<file path="src/rtl/core/bmi_pkg.sv">
// ----------------------------------------------------------------------------
// bmi_pkg: shared types and constants for the bilinear map interpolator
// Field widths, item kinds, configuration indexes and front/back queue entry.
// ----------------------------------------------------------------------------
package bmi_pkg;
   localparam int PosPoints   = 12;
   localparam int SpdPoints   = 12;
   localparam int PosIdxW     = $clog2(PosPoints);
   localparam int SpdIdxW     = $clog2(SpdPoints);
   localparam int MapDepth    = PosPoints * SpdPoints;
   localparam int MapAddrW    = $clog2(MapDepth);
   localparam int FullScale   = 255;

   localparam logic [1:0] KIND_LOOKUP  = 2'd0;
   localparam logic [1:0] KIND_MAP     = 2'd1;
   localparam logic [1:0] KIND_POS_PT  = 2'd2;
   localparam logic [1:0] KIND_SPD_PT  = 2'd3;

   localparam logic [0:0] CSR_CLOSED = 1'b0;
   localparam logic [0:0] CSR_OPEN   = 1'b1;

   typedef struct packed {
      logic [1:0]  kind;
      logic [9:0]  pedal;
      logic [15:0] speed;
      logic [3:0]  row;
      logic [3:0]  col;
      logic [15:0] value;
   } item_type;
endpackage

</file>
<file path="src/rtl/core/bmi_front.sv">
// ----------------------------------------------------------------------------
// bmi_front: input stage and item queue
// Accept beats, drop out-of-range writes, and hold up to four items for the
// back end.
// ----------------------------------------------------------------------------
module bmi_front (
   input  logic               clock,
   input  logic               reset,
   input  logic               req_tvalid,
   output logic               req_tready,
   input  bmi_pkg::item_type  req_item,
   output logic               q_valid,
   input  logic               q_pop,
   output bmi_pkg::item_type  q_item
);
   bmi_pkg::item_type mem_ff [4];
   logic [1:0] wr_ff, rd_ff;
   logic [2:0] cnt_ff;
   logic       push, keep;

   always_comb begin
      keep = 1'b1;
      unique case (req_item.kind)
         bmi_pkg::KIND_MAP: keep = (req_item.row < 4'(bmi_pkg::SpdPoints)) &&
                                   (req_item.col < 4'(bmi_pkg::PosPoints));
         bmi_pkg::KIND_POS_PT: keep = req_item.row < 4'(bmi_pkg::PosPoints);
         bmi_pkg::KIND_SPD_PT: keep = req_item.row < 4'(bmi_pkg::SpdPoints);
         default: keep = 1'b1;
      endcase
   end

   assign req_tready = cnt_ff != 3'd4;
   assign push = req_tvalid && req_tready && keep;
   assign q_valid = cnt_ff != 3'd0;
   assign q_item = mem_ff[rd_ff];

   always_ff @(posedge clock) begin
      if (push) mem_ff[wr_ff] <= req_item;
      if (reset) begin
         wr_ff <= '0; rd_ff <= '0; cnt_ff <= '0;
      end else begin
         if (push) wr_ff <= wr_ff + 2'd1;
         if (q_pop) rd_ff <= rd_ff + 2'd1;
         cnt_ff <= cnt_ff + 3'(push) - 3'(q_pop);
      end
   end
endmodule

</file>
<file path="src/rtl/core/bmi_back.sv">
// ----------------------------------------------------------------------------
// bmi_back: table storage and lookup sequencer
// Store writes; for a lookup scale the pedal, search segments, gather four
// cells, blend, and divide bit-serially.
// ----------------------------------------------------------------------------
module bmi_back (
   input  logic              clock,
   input  logic              reset,
   input  logic              q_valid,
   output logic              q_pop,
   input  bmi_pkg::item_type q_item,
   input  logic [9:0]        closed,
   input  logic [9:0]        open_rd,
   output logic              rsp_tvalid,
   input  logic              rsp_tready,
   output logic [7:0]        rsp_level,
   output logic              rsp_clamp
);
   localparam int SpdIdxW = bmi_pkg::SpdIdxW;
   localparam logic [3:0] S_IDLE = 4'd0, S_SCL = 4'd1, S_SDIV = 4'd2, S_SRCH = 4'd3,
      S_WGT = 4'd4, S_RD = 4'd5, S_MUL = 4'd6, S_ACC = 4'd7, S_DEN = 4'd8,
      S_DIV = 4'd9, S_OUT = 4'd10;

   logic [7:0]  map_mem [bmi_pkg::MapDepth];
   logic [7:0]  pos_ff [bmi_pkg::PosPoints];
   logic [15:0] spd_ff [bmi_pkg::SpdPoints];

   logic [3:0]  st_ff, st_in;
   logic [15:0] speed_ff;
   logic [9:0]  pedal_ff;
   logic        clamp_ff;
   logic        clamp_out_ff;
   logic [17:0] num_ff;
   logic [9:0]  dsp_ff;
   logic [8:0]  pos_ff2;
   logic [4:0]  ri_ff, pi_ff;
   logic        rdone_ff, pdone_ff;
   logic [15:0] wr1_ff, wr2_ff, dr_ff;
   logic [7:0]  wp1_ff, wp2_ff, dp_ff;
   logic [1:0]  k_ff;
   logic [7:0]  cell_ff;
   logic [23:0] pw_ff;
   logic [39:0] acc_ff, rem_ff, quo_ff;
   logic [23:0] den_ff;
   logic [5:0]  bit_ff;
   logic [7:0]  lvl_ff;
   logic        ovalid_ff;
   logic [bmi_pkg::MapAddrW-1:0] addr;
   logic [bmi_pkg::MapAddrW-1:0] waddr;
   logic [SpdIdxW:0] r1;
   logic [bmi_pkg::PosIdxW:0] p1;
   logic [40:0] trial;
   logic [15:0] sv, slo, shi;
   logic [7:0]  plo, phi, pv;

   assign q_pop = q_valid && st_ff == S_IDLE;
   assign rsp_tvalid = ovalid_ff;
   assign rsp_level = lvl_ff;
   assign rsp_clamp = clamp_out_ff;

   assign waddr = bmi_pkg::MapAddrW'(q_item.row) * bmi_pkg::MapAddrW'(bmi_pkg::PosPoints)
                  + bmi_pkg::MapAddrW'(q_item.col);

   assign r1 = ri_ff[SpdIdxW:0];
   assign p1 = pi_ff[bmi_pkg::PosIdxW:0];
   always_comb begin
      unique case (k_ff)
         2'd0: addr = bmi_pkg::MapAddrW'((r1 - 1'b1) * bmi_pkg::PosPoints + (p1 - 1'b1));
         2'd1: addr = bmi_pkg::MapAddrW'((r1 - 1'b1) * bmi_pkg::PosPoints + p1);
         2'd2: addr = bmi_pkg::MapAddrW'(r1 * bmi_pkg::PosPoints + (p1 - 1'b1));
         default: addr = bmi_pkg::MapAddrW'(r1 * bmi_pkg::PosPoints + p1);
      endcase
      trial = {rem_ff, acc_ff[39]} - {17'd0, den_ff};
      slo = spd_ff[SpdIdxW'(ri_ff - 5'd1)];
      shi = spd_ff[SpdIdxW'(ri_ff)];
      plo = pos_ff[bmi_pkg::PosIdxW'(pi_ff - 5'd1)];
      phi = pos_ff[bmi_pkg::PosIdxW'(pi_ff)];
      sv = speed_ff;
      pv = pos_ff2[7:0];
      if (sv < slo) sv = slo;
      if (sv > shi) sv = shi;
      if (pv < plo) pv = plo;
      if (pv > phi) pv = phi;
   end

   always_comb begin
      st_in = st_ff;
      unique case (st_ff)
         S_IDLE: if (q_valid && q_item.kind == bmi_pkg::KIND_LOOKUP) st_in = S_SCL;
         S_SCL:  st_in = (pedal_ff <= closed || open_rd <= closed) ? S_SRCH : S_SDIV;
         S_SDIV: if (bit_ff == 6'd17) st_in = S_SRCH;
         S_SRCH: if (rdone_ff && pdone_ff) st_in = S_WGT;
         S_WGT:  st_in = S_RD;
         S_RD:   st_in = S_MUL;
         S_MUL:  st_in = S_ACC;
         S_ACC:  st_in = (k_ff == 2'd3) ? S_DEN : S_RD;
         S_DEN:  st_in = S_DIV;
         S_DIV:  if (bit_ff == 6'd39) st_in = S_OUT;
         S_OUT:  if (!ovalid_ff || rsp_tready) st_in = S_IDLE;
         default: st_in = S_IDLE;
      endcase
   end

   always_ff @(posedge clock) begin
      if (q_pop) begin
         unique case (q_item.kind)
            bmi_pkg::KIND_MAP: map_mem[waddr] <= q_item.value[7:0];
            bmi_pkg::KIND_POS_PT: pos_ff[bmi_pkg::PosIdxW'(q_item.row)] <= q_item.value[7:0];
            bmi_pkg::KIND_SPD_PT: spd_ff[SpdIdxW'(q_item.row)] <= q_item.value;
            default: ;
         endcase
      end
      if (st_ff == S_RD) cell_ff <= map_mem[addr];
      unique case (st_ff)
         S_IDLE: begin
            speed_ff <= q_item.speed; pedal_ff <= q_item.pedal; clamp_ff <= 1'b0;
            ri_ff <= 5'd1; pi_ff <= 5'd1; rdone_ff <= 1'b0; pdone_ff <= 1'b0;
         end
         S_SCL: begin
            if (pedal_ff <= closed) pos_ff2 <= 9'd0;
            else if (open_rd <= closed) pos_ff2 <= 9'd255;
            num_ff <= 18'(pedal_ff - closed) * 18'd255;
            dsp_ff <= open_rd - closed;
            rem_ff <= '0; bit_ff <= '0; quo_ff <= '0;
            if (speed_ff < spd_ff[0]) begin
               if (spd_ff[0] > spd_ff[bmi_pkg::SpdPoints-1])
                  speed_ff <= spd_ff[bmi_pkg::SpdPoints-1];
               else speed_ff <= spd_ff[0];
               clamp_ff <= 1'b1;
            end else if (speed_ff > spd_ff[bmi_pkg::SpdPoints-1]) begin
               speed_ff <= spd_ff[bmi_pkg::SpdPoints-1]; clamp_ff <= 1'b1;
            end
         end
         S_SDIV: begin
            if ({rem_ff[9:0], num_ff[17]} >= {1'b0, dsp_ff}) begin
               rem_ff[10:0] <= {rem_ff[9:0], num_ff[17]} - {1'b0, dsp_ff};
               quo_ff[17:0] <= {quo_ff[16:0], 1'b1};
            end else begin
               rem_ff[10:0] <= {rem_ff[9:0], num_ff[17]};
               quo_ff[17:0] <= {quo_ff[16:0], 1'b0};
            end
            num_ff <= {num_ff[16:0], 1'b0};
            bit_ff <= bit_ff + 6'd1;
            if (bit_ff == 6'd17) pos_ff2 <= 9'(({quo_ff[16:0], ({rem_ff[9:0], num_ff[17]}
               >= {1'b0, dsp_ff})} > 18'd255) ? 18'd255 :
               {quo_ff[16:0], ({rem_ff[9:0], num_ff[17]} >= {1'b0, dsp_ff})});
         end
         S_SRCH: begin
            if (!rdone_ff) begin
               if (speed_ff <= spd_ff[SpdIdxW'(ri_ff)] || ri_ff == 5'(bmi_pkg::SpdPoints-1))
                  rdone_ff <= 1'b1;
               else ri_ff <= ri_ff + 5'd1;
            end
            if (!pdone_ff) begin
               if (pos_ff2 < {1'b0, pos_ff[bmi_pkg::PosIdxW'(pi_ff)]} ||
                   pi_ff == 5'(bmi_pkg::PosPoints-1)) pdone_ff <= 1'b1;
               else pi_ff <= pi_ff + 5'd1;
            end
         end
         S_WGT: begin
            if (shi <= slo) begin wr1_ff <= 16'd1; wr2_ff <= 16'd0; dr_ff <= 16'd1; end
            else begin wr1_ff <= shi - sv; wr2_ff <= sv - slo; dr_ff <= shi - slo; end
            if (phi <= plo) begin wp1_ff <= 8'd1; wp2_ff <= 8'd0; dp_ff <= 8'd1; end
            else begin wp1_ff <= phi - pv; wp2_ff <= pv - plo; dp_ff <= phi - plo; end
            k_ff <= 2'd0; acc_ff <= '0;
         end
         S_MUL: pw_ff <= (k_ff[0] ? wp2_ff : wp1_ff) * (k_ff[1] ? wr2_ff : wr1_ff);
         S_ACC: begin
            acc_ff <= acc_ff + 40'(cell_ff) * 40'(pw_ff);
            k_ff <= k_ff + 2'd1;
         end
         S_DEN: begin
            den_ff <= dp_ff * dr_ff; rem_ff <= '0; bit_ff <= '0; quo_ff <= '0;
         end
         S_DIV: begin
            if (!trial[40]) begin
               rem_ff <= trial[39:0]; quo_ff <= {quo_ff[38:0], 1'b1};
            end else begin
               rem_ff <= {rem_ff[38:0], acc_ff[39]}; quo_ff <= {quo_ff[38:0], 1'b0};
            end
            acc_ff <= {acc_ff[38:0], 1'b0};
            bit_ff <= bit_ff + 6'd1;
         end
         default: ;
      endcase
      if (st_ff == S_OUT && (!ovalid_ff || rsp_tready)) begin
         lvl_ff <= (quo_ff > 40'd255) ? 8'd255 : quo_ff[7:0];
         clamp_out_ff <= clamp_ff;
      end
      if (reset) begin
         st_ff <= S_IDLE; ovalid_ff <= 1'b0;
      end else begin
         st_ff <= st_in;
         if (st_ff == S_OUT && (!ovalid_ff || rsp_tready)) ovalid_ff <= 1'b1;
         else if (rsp_tready) ovalid_ff <= 1'b0;
      end
   end
endmodule

</file>
<file path="src/rtl/core/bilinear_map_interpolator.sv">
// ----------------------------------------------------------------------------
// bilinear_map_interpolator: 12x12 byte map with bilinear lookup
// A lookup passes, from leaving the queue to its result beat, through an 18-step
// pedal scaling divider (skipped when the pedal is at or below the closed reading
// or the calibration span is empty), a breakpoint search, four serial cell reads
// through the single map port, and a 40-step restoring divider for the final
// blend; it then waits in its output step while an earlier result beat is stalled.
// One lookup runs at a time; write items are stored as they leave the queue.
// A four-entry queue decouples the input.
// ----------------------------------------------------------------------------
module bilinear_map_interpolator (
   input  logic        clock,
   input  logic        reset,
   input  logic        req_tvalid,
   output logic        req_tready,
   input  logic [55:0] req_tdata,   // pedal_reading, engine_speed, row_index, col_index,
                                    // write_value, zero pad
   input  logic [1:0]  req_tuser,   // kind
   output logic        rsp_tvalid,
   input  logic        rsp_tready,
   output logic [7:0]  rsp_tdata,   // drive_level
   output logic        rsp_tuser,   // speed_clamped
   input  logic        csr_valid,
   output logic        csr_ready,
   input  logic        csr_index,
   input  logic [9:0]  csr_data
);
   bmi_pkg::item_type item, q_item;
   logic q_valid, q_pop;
   logic [9:0] closed_ff, open_ff;

   assign item = '{kind: req_tuser, pedal: req_tdata[9:0], speed: req_tdata[25:10],
                   row: req_tdata[29:26], col: req_tdata[33:30], value: req_tdata[49:34]};
   assign csr_ready = 1'b1;

   always_ff @(posedge clock) begin
      if (reset) begin
         closed_ff <= 10'd205; open_ff <= 10'd819;
      end else if (csr_valid) begin
         unique case (csr_index)
            bmi_pkg::CSR_CLOSED: closed_ff <= csr_data;
            default: open_ff <= csr_data;
         endcase
      end
   end

   bmi_front u_front (.clock, .reset, .req_tvalid, .req_tready, .req_item(item),
      .q_valid, .q_pop, .q_item);

   bmi_back u_back (.clock, .reset, .q_valid, .q_pop, .q_item, .closed(closed_ff),
      .open_rd(open_ff), .rsp_tvalid, .rsp_tready, .rsp_level(rsp_tdata),
      .rsp_clamp(rsp_tuser));
endmodule

</file>
<file path="config.mk">
export PLATFORM = sky130hd
export DESIGN_NAME = bilinear_map_interpolator
export DESIGN_NICKNAME = d
export VERILOG_FILES = /design/src/rtl/core/bmi_pkg.sv /design/src/rtl/core/bmi_front.sv /design/src/rtl/core/bmi_back.sv /design/src/rtl/core/bilinear_map_interpolator.sv
export SDC_FILE = /design/constraint.sdc
export NUM_CORES = 2
export LEC_CHECK = 0
export ABC_AREA = 1
export BUFFER_PORTS_ARGS = -buffer_cell sky130_fd_sc_hd__buf_2
export CAP_MARGIN = 15
export CORE_ASPECT_RATIO = 1.4
export CORE_MARGIN = 2
export CORE_UTILIZATION = 45
export DETAILED_ROUTE_END_ITERATION = 10
export GPL_TIMING_DRIVEN = 1
export PLACE_DENSITY_LB_ADDON = 0.15
export SETUP_SLACK_MARGIN = 0.3
export SYNTH_ARGS = -nofsm -noshare
export SYNTH_HDL_FRONTEND = slang
export SYNTH_SLANG_ARGS = --single-unit
</file>
<file path="constraint.sdc">
create_clock -name clock -period 7.9 [get_ports clock]
set_clock_uncertainty 0.05 [all_clocks]
set_input_delay 0.79 -clock clock [delete_from_list [all_inputs] [get_ports clock]]
set_output_delay 0.79 -clock clock [all_outputs]
set_load 0.05 [all_outputs]
</file>
==> results.yml <==
sta:
  slew_headroom_pct: 7.741
  setup_viol: 0
  fin_tns_setup_ns: 0
  finalCriticalPeriod_ns: 7.191
  hold_viol: 0
  drv_slew: 0
  rsz0062_at_grt: "yes"
  tightest_slew_ns: 1.372
  fin_crit_sh_pct: 91.03
  max_freq_ghz: 0.1391
clock_tree:
  clock-sinks: 2031
  cts_root_buf: "clkbuf_16"
  clk_latency_ns: 0.87
  cts_hold_buf: 0
  cts_buffers: 207
  cts_tree: "yes"
  cts_buffer_depth: 4
  path_clk_slew_ns: 0.07
  h-tree-depth: 4
synthesis:
  seq_area_frac_synth_pct: 55.33
  avgSynthCellArea_um2: 10.44
  synthCells: 10480
  synthDistinctLibCells: 73
  async_reset_ff_share_pct: 0
  synth_top_flop_cell: "edfxtp_1"
  synth_edf_count: 1989
  synth_warnings: 0
  netlist_area_um2: 109500
  synth-seq-cells: 2031
  synth_fp_nets: 11410
finish:
  final_cell_mix: "edfxtp_1, nor2_1, nand2_1"
  final_nets: 11450
  fillers: 21760
  seq_area_um2: 60580
  final_cells: 13910
  final_common_cell: "edfxtp_1"
  syn_to_final_growth_pct: 10.73
  multi_input_area_um2: 42810
  final_util_pct: 50.02
  layout-drive-gt1-share_pct: 7.806
  fin_area_um2: 121200
floorplanning:
  fp-row-count: 214
  io_pins: 86
  dieHeight_um: 587.6
  core-area_um2: 242300
  dieWidth_um: 420.8
  die_area_um2: 247300
  initial_utilization_pct: 45.17
critical_path:
  critPathArrivalTime_ns: 7.77
  end_kind: "flip-flop"
  startpoint_type: "flip-flop"
  critPathMostFrequentCell: "nand2_1"
  required_ns: 8.48
  cp_slowest_cell: "a2111oi_2"
  critPathMaxFanout: 42
  path_class: "flip-flop to flip-flop"
  reg2regPathDepth: 48
  critPathMaxStageDelay_ns: 0.52
route:
  drt_iter0_drc: 6008
  vias: 76870
  route.detailed.drc: 0
  first_pass_iters: 6
  ant_nets: 0
  vias_per_cell: 5.525
  wire_per_inst_um: 21.69
  wl_um: 301800
global_routing:
  grt_max_degree: 169
  grt_overflow: 0
  grt_pass1_vias: 77540
  antenna_found_initial: 8
  grt_usage_pct: 24.09
  grt_pass1_wl_um: 459000
hold_path:
  hold_class: "primary input to flip-flop"
  worstHoldPathCells: 1
status:
  outcome: "finished, final reports clean"
placed_design:
  gp_congestion: 0.9390
  placed_area_um2: 114500
  dp_hpwl_um: 204500
  placed_cells: 13550
  portBuffers: 78
job:
  cap_violations: 0
[cell families after synthesis]
group / count (synthesis) / synth area share [%]
flops: 2031 / 55.33
buf+inv: 1695 / 5.987
other cells: 2 / 0.006861
fa+ha+maj: 852 / 12.43
xor+xnor: 167 / 1.350
simple gates: 3348 / 12.27
mux: 3 / 0.02858
compound gates: 2386 / 12.59
[flip-flops by register name, indices dropped and copies added (netlist names), 40 cells and up, named ones only]
signal and count:
u_back.rem_ff 40, u_back.quo_ff 40, u_back.map_mem 1152, u_front.mem_ff 208
u_back.pos_ff 96, u_back.spd_ff 192, u_back.acc_ff 40
[final timing paths]
path / end / start / slack (ns)
worst min register to register: u_back.rsp_clamp / u_back.clamp_ff / 0.38
worst max-delay path: u_back.wr1_ff[14] / u_back.r1[0] / 0.71
worst min-delay path: u_front.mem_ff[0][14] / req_tdata[48] / 0.08
worst max register to register: u_back.wr1_ff[14] / u_back.r1[0] / 0.71
[final cells by class]
type	count	share of cell area [%]
antenna	3	0.006194
multi-input combinational	6758	35.32
inverter	1157	3.594
timing repair buffer	364	2.407
clock buffer	251	4.497
clock inverter	110	0.8516
tap	3240	3.345
sequential	2031	49.98
[Yosys cell counts (all sizes together), types with 2 or more instances]
library cell	count	area, um2
xnor2	62	543.0
a221oi	2	17.52
nor3b	8	60.06
buf	143	708.2
clkbuf	395	1500
conb	2	7.510
o2111ai	3	26.28
nand3b	9	67.56
a21boi	9	75.07
dfxtp	42	840.8
o221ai	132	1156
nand4	31	193.9
a22oi	3	22.52
o22ai	77	481.7
a2111oi	2	17.52
nor3	148	745.7
o31ai	13	97.59
nor4	10	62.56
a31o	2	17.52
o32ai	61	534.3
a31oi	28	196.4
a21oi	504	2549
and2	5	31.28
nor2	1599	6025
nand2	1271	4843
o21a	15	112.6
xor2	105	934.7
a32oi	8	70.07
ha	459	5743
mux2i	2	20.02
o211ai	193	1449
o21bai	18	142.6
or2	37	231.5
a21o	10	75.07
fa	393	7868
o311ai	13	113.9
a32o	11	110.1
a211oi	21	157.7
edfxtp	1989	59730
nand3	230	1171
inv	1151	4323
o21ai	1256	6312
clkinv	6	22.52
[metrics by stage]
stage          worst slack (ns)  hold WS, ns
4_1_cts                  0.3150      0.01879
3_5_place_dp             0.1221       0.3655
6_report                 0.7087      0.07943
5_1_grt                  0.2279      0.03686
3_3_place_gp             0.1435       0.3645
2_1_floorplan            0.3058       0.3503
[worst max-delay path, delay by kind of cell, from the launching register on]
family | cells | cell delay, ns
AO/OA/AOI/OAI | 18 | 2.64
buffers and inverters | 11 | 1.40
adder cells (fa/ha/maj) | 4 | 1.21
AND/OR/NAND/NOR | 15 | 1.21
flip-flops | 1 | 0.41
[routing by layer]
metal | track usage (%) | up-vias | share of wire (%)
met2 | 43.73 | 2025 | 52
met5 | 0 | - | 0
met1 | 27.83 | 37930 | 38
met4 | 12.41 | 0 | 5.8
met3 | 2.562 | 624 | 4.2
li1 | - | 36290 | -
[what timing repair did]
item                                    4_1_cts  5_1_grt
pin swaps                                     0       17
setup buffers                                 0        2
resized for setup                             2       54
hold endpoints to repair                      0        0
cloned                                        0        1
endpoints found under the setup margin        1       14
Power is left out: the tool's default activity adds up to more than one toggle a clock period on the data nets, which glitch-free logic cannot reach.
